--- src/hdl/jsu_pkg.sv ---
package jsu_pkg;

    // Error codes carried in the status field of the final result.
    localparam logic [2:0] ST_OK      = 3'd0;
    localparam logic [2:0] ST_EMPTY   = 3'd1;
    localparam logic [2:0] ST_UNKNOWN = 3'd2;
    localparam logic [2:0] ST_BADHEX  = 3'd3;
    localparam logic [2:0] ST_BADPAIR = 3'd4;

    // Characters that the decoder looks for.
    localparam logic [7:0] CH_QUOTE = 8'h22;
    localparam logic [7:0] CH_SLASH = 8'h2F;
    localparam logic [7:0] CH_BSL   = 8'h5C;
    localparam logic [7:0] CH_B     = 8'h62;
    localparam logic [7:0] CH_F     = 8'h66;
    localparam logic [7:0] CH_N     = 8'h6E;
    localparam logic [7:0] CH_R     = 8'h72;
    localparam logic [7:0] CH_T     = 8'h74;
    localparam logic [7:0] CH_U     = 8'h75;

    localparam logic [15:0] SURR_HI_MIN = 16'hD800;
    localparam logic [15:0] SURR_HI_MAX = 16'hDBFF;
    localparam logic [20:0] SUPP_BASE   = 21'h10000;

    localparam int QUEUE_DEPTH = 4;
    localparam int QPTR_W      = $clog2(QUEUE_DEPTH);

    typedef enum logic [6:0] {
        PH_PLAIN   = 7'b0000001,
        PH_ESC     = 7'b0000010,
        PH_HEX1    = 7'b0000100,
        PH_WANT_BS = 7'b0001000,
        PH_WANT_U  = 7'b0010000,
        PH_HEX2    = 7'b0100000,
        PH_PEND    = 7'b1000000
    } phase_t;

    // Up to four output bytes, first byte in entry 0.
    typedef struct packed {
        logic [3:0][7:0] bytes;
        logic [2:0]      nbytes;
    } utf8_t;

    // One unit of work for the back end: the bytes one input byte produced.
    typedef struct packed {
        utf8_t      seq;
        logic       fin;
        logic [2:0] status;
    } job_t;

    typedef struct packed {
        logic valid;
        job_t job;
    } qhead_t;

    // Bit 4 is the valid flag, bits 3:0 the digit value.
    function automatic logic [4:0] hex_decode(logic [7:0] c);
        logic [4:0] r;
        begin
            r = '0;
            if (c inside {[8'h30:8'h39]}) begin
                r = {1'b1, c[3:0]};
            end else if (c inside {[8'h61:8'h66], [8'h41:8'h46]}) begin
                r = {1'b1, c[3:0] + 4'd9};
            end
            return r;
        end
    endfunction

    function automatic utf8_t utf8_encode(logic [20:0] cp);
        utf8_t r;
        begin
            r = '0;
            if (cp <= 21'h7F) begin
                r.bytes[0] = cp[7:0];
                r.nbytes = 3'd1;
            end else if (cp <= 21'h7FF) begin
                r.bytes[0] = {3'b110, cp[10:6]};
                r.bytes[1] = {2'b10, cp[5:0]};
                r.nbytes = 3'd2;
            end else if (cp <= 21'hFFFF) begin
                r.bytes[0] = {4'b1110, cp[15:12]};
                r.bytes[1] = {2'b10, cp[11:6]};
                r.bytes[2] = {2'b10, cp[5:0]};
                r.nbytes = 3'd3;
            end else begin
                r.bytes[0] = {5'b11110, cp[20:18]};
                r.bytes[1] = {2'b10, cp[17:12]};
                r.bytes[2] = {2'b10, cp[11:6]};
                r.bytes[3] = {2'b10, cp[5:0]};
                r.nbytes = 3'd4;
            end
            return r;
        end
    endfunction

endpackage

--- src/hdl/jsu_front.sv ---
module jsu_front (
    input  logic            aclk,
    input  logic            aresetn,
    input  logic            accept,
    input  logic [7:0]      in_byte,
    input  logic            is_final,
    output logic            push,
    output jsu_pkg::job_t   job
);

    jsu_pkg::phase_t phase_reg, phase_next;
    logic [1:0]  cnt_reg, cnt_next;
    logic [15:0] acc_reg, acc_next;
    logic [9:0]  hs_reg, hs_next;
    logic [2:0]  err_reg, err_next;
    logic        stop_reg, stop_next;

    jsu_pkg::utf8_t seq;
    logic [4:0]     hx;
    logic [15:0]    acc_sh;

    always_comb begin
        phase_next = phase_reg;
        cnt_next   = cnt_reg;
        acc_next   = acc_reg;
        hs_next    = hs_reg;
        err_next   = err_reg;
        stop_next  = stop_reg;
        seq        = '0;
        hx         = jsu_pkg::hex_decode(in_byte);
        acc_sh     = {acc_reg[11:0], hx[3:0]};

        if (!stop_reg) begin
            case (phase_reg)
                jsu_pkg::PH_ESC: begin
                    phase_next = jsu_pkg::PH_PLAIN;
                    seq.nbytes = 3'd1;
                    case (in_byte)
                        jsu_pkg::CH_QUOTE, jsu_pkg::CH_SLASH, jsu_pkg::CH_BSL: begin
                            seq.bytes[0] = in_byte;
                        end
                        jsu_pkg::CH_B: seq.bytes[0] = 8'h08;
                        jsu_pkg::CH_F: seq.bytes[0] = 8'h0C;
                        jsu_pkg::CH_N: seq.bytes[0] = 8'h0A;
                        jsu_pkg::CH_R: seq.bytes[0] = 8'h0D;
                        jsu_pkg::CH_T: seq.bytes[0] = 8'h09;
                        jsu_pkg::CH_U: begin
                            seq.nbytes = 3'd0;
                            phase_next = jsu_pkg::PH_HEX1;
                            cnt_next = 2'd0;
                            acc_next = '0;
                            if (is_final) begin
                                err_next = jsu_pkg::ST_BADHEX;
                                stop_next = 1'b1;
                            end
                        end
                        default: begin
                            seq.nbytes = 3'd0;
                            err_next = jsu_pkg::ST_UNKNOWN;
                            stop_next = 1'b1;
                        end
                    endcase
                end
                jsu_pkg::PH_HEX1: begin
                    if (!hx[4]) begin
                        err_next = jsu_pkg::ST_BADHEX;
                        stop_next = 1'b1;
                    end else begin
                        acc_next = acc_sh;
                        if (cnt_reg == 2'd3) begin
                            cnt_next = 2'd0;
                            if (acc_sh >= jsu_pkg::SURR_HI_MIN &&
                                acc_sh <= jsu_pkg::SURR_HI_MAX) begin
                                hs_next = acc_sh[9:0];
                                phase_next = jsu_pkg::PH_WANT_BS;
                                if (is_final) begin
                                    err_next = jsu_pkg::ST_BADPAIR;
                                    stop_next = 1'b1;
                                end
                            end else begin
                                seq = jsu_pkg::utf8_encode({5'd0, acc_sh});
                                phase_next = jsu_pkg::PH_PLAIN;
                            end
                        end else begin
                            cnt_next = cnt_reg + 2'd1;
                            if (is_final) begin
                                err_next = jsu_pkg::ST_BADHEX;
                                stop_next = 1'b1;
                            end
                        end
                    end
                end
                jsu_pkg::PH_WANT_BS: begin
                    if (in_byte != jsu_pkg::CH_BSL || is_final) begin
                        err_next = jsu_pkg::ST_BADPAIR;
                        stop_next = 1'b1;
                    end else begin
                        phase_next = jsu_pkg::PH_WANT_U;
                    end
                end
                jsu_pkg::PH_WANT_U: begin
                    if (in_byte != jsu_pkg::CH_U || is_final) begin
                        err_next = jsu_pkg::ST_BADPAIR;
                        stop_next = 1'b1;
                    end else begin
                        phase_next = jsu_pkg::PH_HEX2;
                        cnt_next = 2'd0;
                        acc_next = '0;
                    end
                end
                jsu_pkg::PH_HEX2: begin
                    if (!hx[4]) begin
                        if (cnt_reg == 2'd3) begin
                            err_next = jsu_pkg::ST_BADHEX;
                            stop_next = 1'b1;
                        end else if (is_final) begin
                            err_next = jsu_pkg::ST_BADPAIR;
                            stop_next = 1'b1;
                        end else begin
                            // Count down the bytes still owed to the second group.
                            cnt_next = 2'd3 - cnt_reg;
                            phase_next = jsu_pkg::PH_PEND;
                        end
                    end else begin
                        acc_next = acc_sh;
                        if (cnt_reg == 2'd3) begin
                            cnt_next = 2'd0;
                            seq = jsu_pkg::utf8_encode(jsu_pkg::SUPP_BASE +
                                                       {1'b0, hs_reg, acc_sh[9:0]});
                            phase_next = jsu_pkg::PH_PLAIN;
                        end else begin
                            cnt_next = cnt_reg + 2'd1;
                            if (is_final) begin
                                err_next = jsu_pkg::ST_BADPAIR;
                                stop_next = 1'b1;
                            end
                        end
                    end
                end
                jsu_pkg::PH_PEND: begin
                    cnt_next = cnt_reg - 2'd1;
                    if (cnt_next == 2'd0) begin
                        err_next = jsu_pkg::ST_BADHEX;
                        stop_next = 1'b1;
                    end else if (is_final) begin
                        err_next = jsu_pkg::ST_BADPAIR;
                        stop_next = 1'b1;
                    end
                end
                default: begin
                    phase_next = jsu_pkg::PH_PLAIN;
                    if (in_byte == jsu_pkg::CH_QUOTE) begin
                        stop_next = 1'b1;
                    end else if (in_byte == jsu_pkg::CH_BSL) begin
                        phase_next = jsu_pkg::PH_ESC;
                        if (is_final) begin
                            err_next = jsu_pkg::ST_EMPTY;
                            stop_next = 1'b1;
                        end
                    end else begin
                        seq.bytes[0] = in_byte;
                        seq.nbytes = 3'd1;
                    end
                end
            endcase
        end

        job.seq    = seq;
        job.fin    = is_final;
        job.status = err_next;
        push       = accept && (is_final || seq.nbytes != 3'd0);
    end

    always_ff @(posedge aclk) begin
        if (!aresetn) begin
            phase_reg <= jsu_pkg::PH_PLAIN;
            cnt_reg   <= '0;
            acc_reg   <= '0;
            hs_reg    <= '0;
            err_reg   <= jsu_pkg::ST_OK;
            stop_reg  <= 1'b0;
        end else if (accept) begin
            if (is_final) begin
                phase_reg <= jsu_pkg::PH_PLAIN;
                cnt_reg   <= '0;
                acc_reg   <= '0;
                hs_reg    <= '0;
                err_reg   <= jsu_pkg::ST_OK;
                stop_reg  <= 1'b0;
            end else begin
                phase_reg <= phase_next;
                cnt_reg   <= cnt_next;
                acc_reg   <= acc_next;
                hs_reg    <= hs_next;
                err_reg   <= err_next;
                stop_reg  <= stop_next;
            end
        end
    end

endmodule

--- src/hdl/jsu_queue.sv ---
module jsu_queue (
    input  logic             aclk,
    input  logic             aresetn,
    input  logic             push,
    input  jsu_pkg::job_t    push_job,
    input  logic             pop,
    output jsu_pkg::qhead_t  head,
    output logic             full
);

    jsu_pkg::job_t mem_reg [jsu_pkg::QUEUE_DEPTH];
    logic [jsu_pkg::QPTR_W-1:0] wptr_reg, rptr_reg;
    logic [jsu_pkg::QPTR_W:0]   count_reg, count_next;

    assign full       = (count_reg == (jsu_pkg::QPTR_W+1)'(jsu_pkg::QUEUE_DEPTH));
    assign head.valid = (count_reg != '0);
    assign head.job   = mem_reg[rptr_reg];

    always_comb begin
        count_next = count_reg;
        if (push && !pop) begin
            count_next = count_reg + (jsu_pkg::QPTR_W+1)'(1);
        end else if (pop && !push) begin
            count_next = count_reg - (jsu_pkg::QPTR_W+1)'(1);
        end
    end

    always_ff @(posedge aclk) begin
        if (push) begin
            mem_reg[wptr_reg] <= push_job;
        end
    end

    always_ff @(posedge aclk) begin
        if (!aresetn) begin
            wptr_reg  <= '0;
            rptr_reg  <= '0;
            count_reg <= '0;
        end else begin
            if (push) begin
                wptr_reg <= wptr_reg + jsu_pkg::QPTR_W'(1);
            end
            if (pop) begin
                rptr_reg <= rptr_reg + jsu_pkg::QPTR_W'(1);
            end
            count_reg <= count_next;
        end
    end

endmodule

--- src/hdl/jsu_back.sv ---
module jsu_back (
    input  logic             aclk,
    input  logic             aresetn,
    input  jsu_pkg::qhead_t  head,
    output logic             pop,
    output logic             m_tvalid,
    input  logic             m_tready,
    output logic [7:0]       m_tdata,
    output logic             m_tlast,
    output logic [4:0]       m_tuser
);

    logic       valid_reg, valid_next;
    logic [7:0] data_reg, data_next;
    logic       last_reg, last_next;
    logic [4:0] user_reg, user_next;
    logic [1:0] idx_reg, idx_next;
    logic       load, is_end, has_bytes;

    assign load      = !valid_reg || m_tready;
    assign has_bytes = (head.job.seq.nbytes != 3'd0);
    assign is_end    = !has_bytes || ({1'b0, idx_reg} + 3'd1 == head.job.seq.nbytes);
    assign pop       = load && head.valid && is_end;

    always_comb begin
        valid_next = valid_reg;
        data_next  = data_reg;
        last_next  = last_reg;
        user_next  = user_reg;
        idx_next   = idx_reg;
        if (load) begin
            valid_next = head.valid;
            if (head.valid) begin
                data_next = has_bytes ? head.job.seq.bytes[idx_reg] : 8'h00;
                last_next = is_end;
                user_next[0] = has_bytes;
                user_next[1] = head.job.fin && is_end;
                user_next[4:2] = (head.job.fin && is_end) ? head.job.status
                                                          : jsu_pkg::ST_OK;
                idx_next = is_end ? 2'd0 : idx_reg + 2'd1;
            end
        end
    end

    always_ff @(posedge aclk) begin
        if (!aresetn) begin
            valid_reg <= 1'b0;
            idx_reg   <= '0;
        end else begin
            valid_reg <= valid_next;
            idx_reg   <= idx_next;
        end
    end

    always_ff @(posedge aclk) begin
        data_reg <= data_next;
        last_reg <= last_next;
        user_reg <= user_next;
    end

    assign m_tvalid = valid_reg;
    assign m_tdata  = data_reg;
    assign m_tlast  = last_reg;
    assign m_tuser  = user_reg;

endmodule

--- src/hdl/json_string_unescape_utf8.sv ---
// Channel   Direction  Payload                                   End marker
// s_        in         tdata: raw string body byte               tlast: final byte
// m_        out        tdata: UTF-8 byte; tuser: flags, status   tlast: last of request
//
// The block takes one input request per cycle as long as its job queue has room.
// A decoded byte is written into the job queue and then into the output register; an
// input byte yields up to four result bytes, sent at one per cycle while m_tready is high.
// Reset is synchronous on aresetn low and returns the decoder to plain text with
// an empty queue. A stall on m_ holds the output register; the four-entry queue
// between decoder and output stage keeps s_tready high until it fills.
module json_string_unescape_utf8 (
    input  logic       aclk,
    input  logic       aresetn,
    input  logic       s_tvalid,
    output logic       s_tready,
    input  logic [7:0] s_tdata,   // [7:0] in_byte
    input  logic       s_tlast,   // is_final
    output logic       m_tvalid,
    input  logic       m_tready,
    output logic [7:0] m_tdata,   // [7:0] out_byte
    output logic       m_tlast,   // run_last
    output logic [4:0] m_tuser    // [0] byte_valid, [1] string_done, [4:2] status
);

    logic            accept;
    logic            push;
    logic            pop;
    logic            full;
    jsu_pkg::job_t   job;
    jsu_pkg::qhead_t head;

    // The decoder runs on every accepted request; only the queue can hold it off.
    assign s_tready = !full;
    assign accept   = s_tvalid && s_tready;

    jsu_front u_front (
        .aclk     (aclk),
        .aresetn  (aresetn),
        .accept   (accept),
        .in_byte  (s_tdata),
        .is_final (s_tlast),
        .push     (push),
        .job      (job)
    );

    // Holds the decoded byte groups until the output stage drains them.
    jsu_queue u_queue (
        .aclk     (aclk),
        .aresetn  (aresetn),
        .push     (push),
        .push_job (job),
        .pop      (pop),
        .head     (head),
        .full     (full)
    );

    // Splits each group into single-byte results behind the output register.
    jsu_back u_back (
        .aclk     (aclk),
        .aresetn  (aresetn),
        .head     (head),
        .pop      (pop),
        .m_tvalid (m_tvalid),
        .m_tready (m_tready),
        .m_tdata  (m_tdata),
        .m_tlast  (m_tlast),
        .m_tuser  (m_tuser)
    );

    // The end of a string always closes the run of its final input byte.
    a_done_is_last: assert property (@(posedge aclk) disable iff (!aresetn)
        (m_tvalid && m_tuser[1]) |-> m_tlast)
        else $error("string end not marked as last of its request");

    // A result without a data byte only appears as the end of a string.
    a_empty_is_done: assert property (@(posedge aclk) disable iff (!aresetn)
        (m_tvalid && !m_tuser[0]) |-> m_tuser[1])
        else $error("empty result before end of string");

    // Error codes are reported on the final result only.
    a_status_final: assert property (@(posedge aclk) disable iff (!aresetn)
        (m_tvalid && m_tuser[4:2] != jsu_pkg::ST_OK) |-> m_tuser[1])
        else $error("status reported before end of string");

    // Nothing is queued while the queue is full.
    a_no_overflow: assert property (@(posedge aclk) disable iff (!aresetn)
        full |-> !push)
        else $error("push into full queue");

endmodule
--- config.mk ---
export PLATFORM = sky130hd
export DESIGN_NAME = json_string_unescape_utf8
export DESIGN_NICKNAME = d
export VERILOG_FILES = /design/src/hdl/jsu_pkg.sv /design/src/hdl/jsu_front.sv /design/src/hdl/jsu_queue.sv /design/src/hdl/jsu_back.sv /design/src/hdl/json_string_unescape_utf8.sv
export SDC_FILE = /design/constraint.sdc
export NUM_CORES = 1
export LEC_CHECK = 0
export BUFFER_PORTS_ARGS = -buffer_cell sky130_fd_sc_hd__buf_2
export CORE_ASPECT_RATIO = 0.7
export CORE_UTILIZATION = 57
export CTS_CLUSTER_DIAMETER = 60
export DETAILED_ROUTE_END_ITERATION = 16
export PLACE_DENSITY = 0.81
export SETUP_SLACK_MARGIN = 0.2
export SYNTH_ARGS = -nofsm -noshare
export SYNTH_HDL_FRONTEND = slang
export SYNTH_HIERARCHICAL = 1
export SYNTH_SLANG_ARGS = --single-unit
--- constraint.sdc ---
create_clock -name aclk -period 12.1 [get_ports aclk]
set_clock_uncertainty 0.05 [all_clocks]
set_input_delay 2.42 -clock aclk [delete_from_list [all_inputs] [get_ports aclk]]
set_output_delay 2.42 -clock aclk [all_outputs]
set_load 0.01 [all_outputs]
# --- Word level (Yosys, flattened, before mapping) ---
# Memory sizes are Yosys's and may differ from the RTL's. A register that Yosys moved wholly into a read port is not among the register bits.
# Cells that the tools add are included.
word_totals:
  mem_bits_rw: 156
  reg_bits: 59
  elab_cells: 211
  n_memories: 1
  out_inout_bits: 16
classes:
  mux: 97
  n_eq_ne: 30
  n_addsub: 11
  n_reduce_logical: 43
  order_cmp: 14
memory_table:
  columns: ["name", "words", "word_bits", "rd", "rd_clocked_by_memory_dff", "wr", "line_no", "rtl"]
  rows:
  - ["u_queue.mem_reg", 4, 39, 1, 1, 1, "jsu_queue.sv:11", "jsu_pkg::job_t mem_reg [jsu_pkg::QUEUE_DEPTH];"]
op_table:
  columns: ["op", "n"]
  rows:
  - ["two-way mux 35 bit", 6]
  - ["two-way mux 7 bit", 10]
  - ["two-way mux 10 bit", 6]
  - ["two-way mux 12 bit", 5]
  - ["two-way mux 3 bit", 19]
  - ["equality test 8 x 7 -> 1 bit, second input constant", 7]
  - ["one-hot mux 24 bit (2 select lines)", 1]
  - ["one-hot mux 8 bit (6 select lines)", 1]
  - ["two-way mux 11 bit", 4]
  - ["one-hot mux 11 bit (4 select lines)", 1]
  - ["one-hot mux 7 bit (6 select lines)", 1]
  - ["one-hot mux 12 bit (3 select lines)", 1]
  - ["two-way mux 16 bit", 2]
  - ["two-way mux 25 bit", 1]
  - ["two-way mux 2 bit", 12]
  - ["two-way mux 24 bit", 1]
  - ["two-way mux 8 bit", 3]
  - ["adder 17 x 20 -> 21 bit, first input constant", 1]
  - ["<= comparator 21 x 11 -> 1 bit, second input constant", 1]
  - ["<= comparator 21 x 16 -> 1 bit, second input constant", 1]
  - ["<= comparator 21 x 7 -> 1 bit, second input constant", 1]
  - ["two-way mux 19 bit", 1]
  - ["one-hot mux 3 bit (6 select lines)", 1]
  - ["two-way mux 17 bit", 1]
  - ["56 further kinds", 107]

# --- Depth between registers and ports, before layout ---
# Gate-level depths: netlist (run 1).
logic_depth:
  word_depth: 21
  depth_mapped: 18
  depth_no_buf: 16

# --- Modules after synthesis ---
# The synthesis (run 1) kept the hierarchy.
modules_own_cells:
  columns: ["mod", "instances", "cells_each", "area_each_um2"]
  rows:
  - ["jsu_queue", 1, 246, 6064.6]
  - ["jsu_front", 1, 570, 3829.9]
  - ["jsu_back", 1, 73, 963.4]
  - ["json_string_unescape_utf8", 1, 2, 10.0]

# --- Worst setup path after synthesis (run 1) ---
# No wires, ideal clock.
synth_path:
  path_type: "input port to flip-flop"
  startpoint: "input s_tdata[0]"
  endpoint: "memory u_queue/mem_reg[0][0] (netlist bit) (enable)"
  setup_ns: 0.400
  slack_ns: 6.095
  arrival_ns: 5.555
  stages: 13
  cell_sequence: "buf_2 > inv_1 > ha_1 > o21bai_1 > a21oi_1 > or2_1 > buf_2 > nand3_1 > nor2_1 > a21oi_2 > nor2_1 > o31a_1 > and2_1"
synth_via:
  elab_chain_cells: 19
  elab_cells_between_ends: 51
synth_lines:
  columns: ["item", "line_no", "rtl"]
  rows:
  - ["start, declared", "json_string_unescape_utf8.sv:16", "input logic [7:0] s_tdata,"]
  - [">= comparator 8 x 7 -> 1 bit / <= comparator 8 x 7 -> 1 bit (equally long branches)", "jsu_pkg.sv:63", "end else if (c inside {[8'h61:8'h66], [8'h41:8'h46]}) begin"]
  - ["logical AND 1 bit", "jsu_pkg.sv:63", null]
  - ["nonzero test 2 bit", "jsu_pkg.sv:63", null]
  - ["two-way mux 5 bit", "jsu_pkg.sv:63", null]
  - ["two-way mux 5 bit", "jsu_pkg.sv:61", "if (c inside {[8'h30:8'h39]}) begin"]
  - ["adder 17 x 20 -> 21 bit", "jsu_front.sv:128", "seq = jsu_pkg::utf8_encode(jsu_pkg::SUPP_BASE +"]
  - ["<= comparator 21 x 16 -> 1 bit", "jsu_pkg.sv:81", "end else if (cp <= 21'hFFFF) begin"]
  - ["two-way mux 25 bit", "jsu_pkg.sv:81", null]
  - ["(+4 left out)", null, null]
  - ["one-hot mux 11 bit (4 select lines) (*)", "jsu_front.sv:34", "case (phase_reg)"]
  - ["two-way mux 35 bit (*)", "jsu_front.sv:33", "if (!stop_reg) begin"]
  - ["nonzero test 3 bit (*)", "jsu_front.sv:171", "push = accept && (is_final || seq.nbytes != 3'd0);"]
  - ["logical OR 1 bit (*)", "jsu_front.sv:171", null]
  - ["logical AND 1 bit (*)", "jsu_front.sv:171", null]
  - ["net push", "json_string_unescape_utf8.sv:26", "logic push;"]
  - ["two-way mux 1 bit (*)", "jsu_queue.sv:29", "if (push) begin"]
  - ["two-way mux 1 bit (not written as such) (*)", "jsu_queue.sv:30", "mem_reg[wptr_reg] <= push_job;"]
  - ["end, declared", "jsu_queue.sv:11", null]
# Mark *: on every way through the listed nets, which the timed path passes. The rest lies on a longest branch.

==> summary.md, run 1 <==
| Metric | Value |
|---|---|
| Postcts setup bufs | 0 |
| Top FF cell, synth | edfxtp_1 |
| Pwr per Cell Area | 175 mW/mm2 |
| Yosys warns | 6 |
| Worst r2r src | u_front/acc_reg[0] |
| Synth area leaders | edfxtp_1 (47%), mux4_2 (9.7%), dfxtp_1 (8.7%) |
| Final ANT Viol Nets | 0 |
| FF+latch count, synth | 217 |
| Setup ws final | 5860 ps |
| Fmax | 0.160 GHz |
| Initial antenna violation count | 0 |
| Critical path class | in -> reg |
| Final cycle utilization of the critical path | 51.6% |
| Post-synth EDFFs | 170 |
| Tot GR Track Use | 27.0% |
| TritonRoute pass-1 iters | 5 |
| Post-synthesis cell area | 0.0109 mm2 |
| Max-slew violations | 0 |
| Outcome | finished clean |
| Max VDD drop | 0.102 mV |
| Final Power | 2.08 mW |
| Largest net degree at the start of global routing | 48 |
| IO buf count | 28 |
| Relative slew slack | 17.4% |
| Final wirelength | 26200 um |
| Clock Tree Buf Depth | 3 |
| Initial core utilization | 59.3% |
| Hold Violations, Final | 0 |
| Setup_tns | 0 ps |
| CTS tree | built |
| H-tree Lvls | 1 |
| Crit path required time | 12490 ps |
| Final min period | 6240 ps |
| Worst setup SP type | primary input |
| Antenna cells | 0 |
| CP endpoint kind | flip-flop |
| Max Cap Violations | 0 |
| Row cnt | 41 |
| # hold bufs at CTS | 0 |
| Clk slew on worst S/H paths | 60 ps |
| Clk Latency, worst-skew pair | 520 ps |
| Distinct cells, synth | 82 |
| Layout area overhead | 9.01% |
| CP Launch Point | s_tdata[0] |
| Residual DRC count | 0 |
| Die W | 167 um |
| Cts bufs inserted | 22 |
| RR Endpoint | u_queue/count_reg[2] |
| Die Y | 118 um |
| GR Overflow Total | 0 |
| Synthesized instance count | 891 |
| Clock Tree Root | clkbuf_16 |
| Static leakage | 4.07 nW |
| Final Util | 64.7% |
| RSZ-0062 raised after global routing | no |
| Vias in the first global route | 7093 |
| Max reg flops | 156 |
| Die area | 0.0196 mm2 |
| Routed vias/inst | 6.69 |
| GP Congestion | 0.995 |
| Critical Path End | u_queue/count_reg[2] |
| Hold WS | 455 ps |
| Layout cells sized above 1 | 16.0% |
| FFs w/ async S/R, synth | 0% |
| Worst hold start | u_front/acc_reg[11] |
| Post-place setup slack | 5470 ps |
| R2R cell count | 14 |
| CP max FO | 13 |
| Leading cell type in the layout, fill and taps excluded | edfxtp_1 |
| Core Area | 0.0183 mm2 |
| Commonest cells after routing, fill and taps aside | edfxtp_1 (170), nor2_1 (66), nand2_1 (62), mux4_2 (47) |
| Post_cts resized | 0 |
| Final HPWL DP | 17100 um |
| Post-Syn Area per Cell | 12.2 um2 |
| Least-Margin Pin Slew | 1230 ps |
| Post-synth top area cell | edfxtp_1 |
| # setup viols final | 0 |
| Total number of vias | 7681 |
| CTS sink count | 217 |
| Crit path DAT | 6630 ps |
| First-pass GRT wire length | 41000 um |
| Yosys top cell area share | 47.0% |
| IO Pins | 29 |
| Type of the most critical hold path | reg -> reg |
| R2r setup slk | 7380 ps |
| Post-synthesis sequential area ratio | 55.6% |
| Nets | 924 |
| DR WL/cell | 22.8 um |
| 1st-iter DRT viols | 960 |
## power breakdown
part	leakage (nW)	switching [mW]	internal, mW
Combinational	1.72	0.225	0.186
Sequential	2.00	0.0487	0.918
Clock	0.353	0.297	0.403
## final cells by class
cell class              instances  area, um2
inverters                      25       96.3
multi-input cells             594       4460
repair buffers                 36        200
clock buffers                  23        554
well taps                     236        295
clock inverters                17        191
flip-flops and latches        217       6050
fillers                      1334       6470
## metrics by stage
stage,instances,cell area (um2)
3_5_place_dp,1108,11100
5_1_grt,1148,11800
4_1_cts,1148,11800
2_1_floorplan,893,10900
6_report,1148,11800
3_3_place_gp,1108,11100
## cell families after synthesis
group / count (synthesis) / share of synthesized area [%]
xor gates and xnor gates: 11 / 0.886
muxes: 58 / 10.8
DFF: 217 / 55.6
buffers and inverters: 82 / 3.43
other: 1 / 0.0345
adders and majority gates: 15 / 1.80
AOI/OAI and AO/OA: 198 / 12.2
and+or+nand+nor: 309 / 15.3
## layer usage
metal / vias up / GRT usage, % / share of wire (%) / wire (um)
li1: 3419 / - / - / -
met2: 428 / 40.3 / 44 / 11500
met1: 3776 / 40.9 / 43 / 11300
met4: 0 / 5.61 / 2.3 / 604
met5: - / 0 / 0 / 0
met3: 58 / 5.68 / 11 / 2810
## Yosys cell counts, types with 4 or more instances
master      n
a211oi_1    8
a21boi_0   16
a21oi_1    45
a221oi_1    7
a31oi_1     6
and2_1     18
and3_1      9
buf_2      10
buf_4       7
clkbuf_1   36
dfxtp_1    47
edfxtp_1  170
ha_1       14
inv_1      24
mux2i_1    10
mux4_2     47
nand2_1    62
nand2b_1   10
nand3_1    23
nand4_1     4
nand4b_1    5
nor2_1     66
nor2b_1    33
nor3_1     24
nor3b_1    12
o211ai_1    5
o21a_1      6
o21ai_0    45
o221ai_1    4
o22ai_1     8
o31ai_1     5
or2_2       6
or3_1       9
xnor2_1     6
xor2_1      5
## how the worst min path moves through the flow
stage	end	slack [ps]	cells after the start
floorplan	u_front/acc_reg[8]	410	2
global placement	u_front/acc_reg[10]	430	2
detailed placement	u_front/acc_reg[10]	450	2
CTS	u_front/acc_reg[11]	460	2
global route	u_front/acc_reg[11]	490	2
finish	u_front/acc_reg[11]	450	2
## worst max-delay path, stage by stage
cell and delay [ps]:
buf_2 200, inv_1 100, ha_1 270, or3b_1 190, nand4_1 240, nor3_2 410, nor3_1 100, nor3_2 680
a21oi_1 130, o31a_1 350, o31a_1 410, ha_1 270, inv_1 80, fa_1 180, xor2_1 80, or3_1 310
a21boi_0 190
Note: power is estimated with default switching activity, not from simulation.
==> run 2: changes to the inputs <==
- clock period: 12.1 -> 6.6 ns (I/O delays scaled with it)
==> run 2 against run 1 <==
Via count down 0.65%. First-iteration DRC count down 2.2%. Final area down 0.23%. Worst hold slack worse by 1.5 ps. Sequential share of layout area up 0.12 points. Register-to-register slack worse by 5300 ps. Sequential power up 84%. Largest cell class unchanged. Die area unchanged. Flip-flop and latch count unchanged. Routed wire length up 1.2%. Core utilization down 0.15 points. Combinational power up 85%.
==> summary.md, run 2 (synthesis results as in run 1) <==
| Metric | Value |
|---|---|
| Largest net degree at the start of global routing | 48 |
| TritonRoute pass-1 iters | 6 |
| CP max FO | 13 |
| Layout area overhead | 8.76% |
| Hold WS | 453 ps |
| Final cell count without fillers | 1152 |
| DR WL/cell | 23.0 um |
| M2 GR Usage | 41.1% |
| Leading cell type in the layout, fill and taps excluded | edfxtp_1 |
| Relative slew slack | 24.3% |
| Static leakage | 4.07 nW |
| Tot GR Track Use | 27.2% |
| Max Cap Violations | 0 |
| CTS sink count | 217 |
| Commonest cells after routing, fill and taps aside | edfxtp_1 (170), nor2_1 (66), nand2_1 (62), mux4_2 (47) |
| Fmax | 0.200 GHz |
| Post_cts resized | 0 |
| Critical path class | in -> reg |
| Clk slew on worst S/H paths | 70 ps |
| Max VDD drop | 0.176 mV |
| Vias in the first global route | 7158 |
| Die Y | 118 um |
| Die area | 0.0196 mm2 |
| # hold bufs at CTS | 0 |
| Met3 Use GR | 5.62% |
| Met1 usage | 40.0% |
| Postcts setup bufs | 0 |
| Setup_tns | 0 ps |
| Clock Tree Buf Depth | 3 |
| Antenna cells | 0 |
| 1st-iter DRT viols | 939 |
| Initial core utilization | 59.3% |
| Hold Violations, Final | 0 |
| Clock Tree Root | clkbuf_16 |
| Least-Margin Pin Slew | 1130 ps |
| Final Power | 3.73 mW |
| Final wirelength | 26500 um |
| Type of the most critical hold path | reg -> reg |
| GRT Max-Usage Layer | met2 |
| Residual DRC count | 0 |
| Max-slew violations | 0 |
| GR Overflow Total | 0 |
| Die W | 167 um |
| Max reg flops | 156 |
| Crit path required time | 7000 ps |
| Layout cells sized above 1 | 15.7% |
| Clk Latency, worst-skew pair | 520 ps |
| Final Util | 64.5% |
| Pwr per Cell Area | 315 mW/mm2 |
| Final min period | 4990 ps |
| CTS tree | built |
| First-pass GRT wire length | 41000 um |
| Final HPWL DP | 17400 um |
| GP Congestion | 1.00 |
| CP endpoint kind | flip-flop |
| Fillers | 1361 |
| Final cycle utilization of the critical path | 75.7% |
| Final ANT Viol Nets | 0 |
| Routed vias/inst | 6.62 |
| H-tree Lvls | 1 |
| Total number of vias | 7631 |
| Placed cell count | 1112 |
| IO buf count | 28 |
| # setup viols final | 0 |
| Outcome | finished clean |
| Crit path DAT | 5390 ps |
| Multi-input logic area | 0.00446 mm2 |
| IO Pins | 29 |
| Initial antenna violation count | 0 |
| Core Area | 0.0183 mm2 |
| RSZ-0062 raised after global routing | no |
| Row cnt | 41 |
| Nets | 928 |
| Cts bufs inserted | 22 |
| Worst setup SP type | primary input |
| Register area | 0.00605 mm2 |
run 2: worst max-delay path: stages:
cell and delay [ps]:
buf_2 170, ha_1 270, xnor2_1 140, or4_4 460, nor3_2 380, nor4bb_1 330, nor3_2 60, buf_4 190
a21oi_1 150, o31a_1 250, o31a_1 360, ha_1 240, inv_1 60, fa_1 380, xor2_1 160, or3_1 300
a21boi_0 160
run 2: through the flow:
step           setup WS, ps  cell area (um2)
2_1_floorplan          1700            10900
3_3_place_gp           1300            11100
3_5_place_dp           1190            11100
4_1_cts                1670            11800
5_1_grt                1250            11800
6_report               1610            11800
run 2: cell type report:
cell class | instances | area share (%)
clock inverter | 15 | 1.07
multi-input combinational | 594 | 37.7
tap | 236 | 2.50
timing repair buffer | 40 | 1.95
sequential | 217 | 51.2
clock buffer | 25 | 4.75
inverter | 25 | 0.815
run 2: metal layers:
metal  wire length, um  vias up  part of all wire (%)
met5                 0        -                     0
met4               756        0                   2.9
met3              2590       53                   9.8
met2             11500      428                    43
met1             11700     3705                    44
li1                  -     3445                     -
run 2: final timing paths:
check / startpoint / end / slack [ps] / cells past startpoint
max: s_tdata[0] / u_queue/count_reg[2] / 1610 / 17
min: u_front/cnt_reg[1] / u_front/cnt_reg[1] / 450 / 2
max reg2reg: u_front/acc_reg[0] / u_queue/count_reg[2] / 2090 / 15
min reg2reg: u_front/cnt_reg[1] / u_front/cnt_reg[1] / 450 / 2
run 2: where the power goes:
part           leakage [nW]  switching (mW)  internal [mW]
Sequential             2.00          0.0947           1.68
Clock                 0.328           0.531          0.660
Combinational          1.74           0.416          0.343
Total                  4.07            1.04           2.69
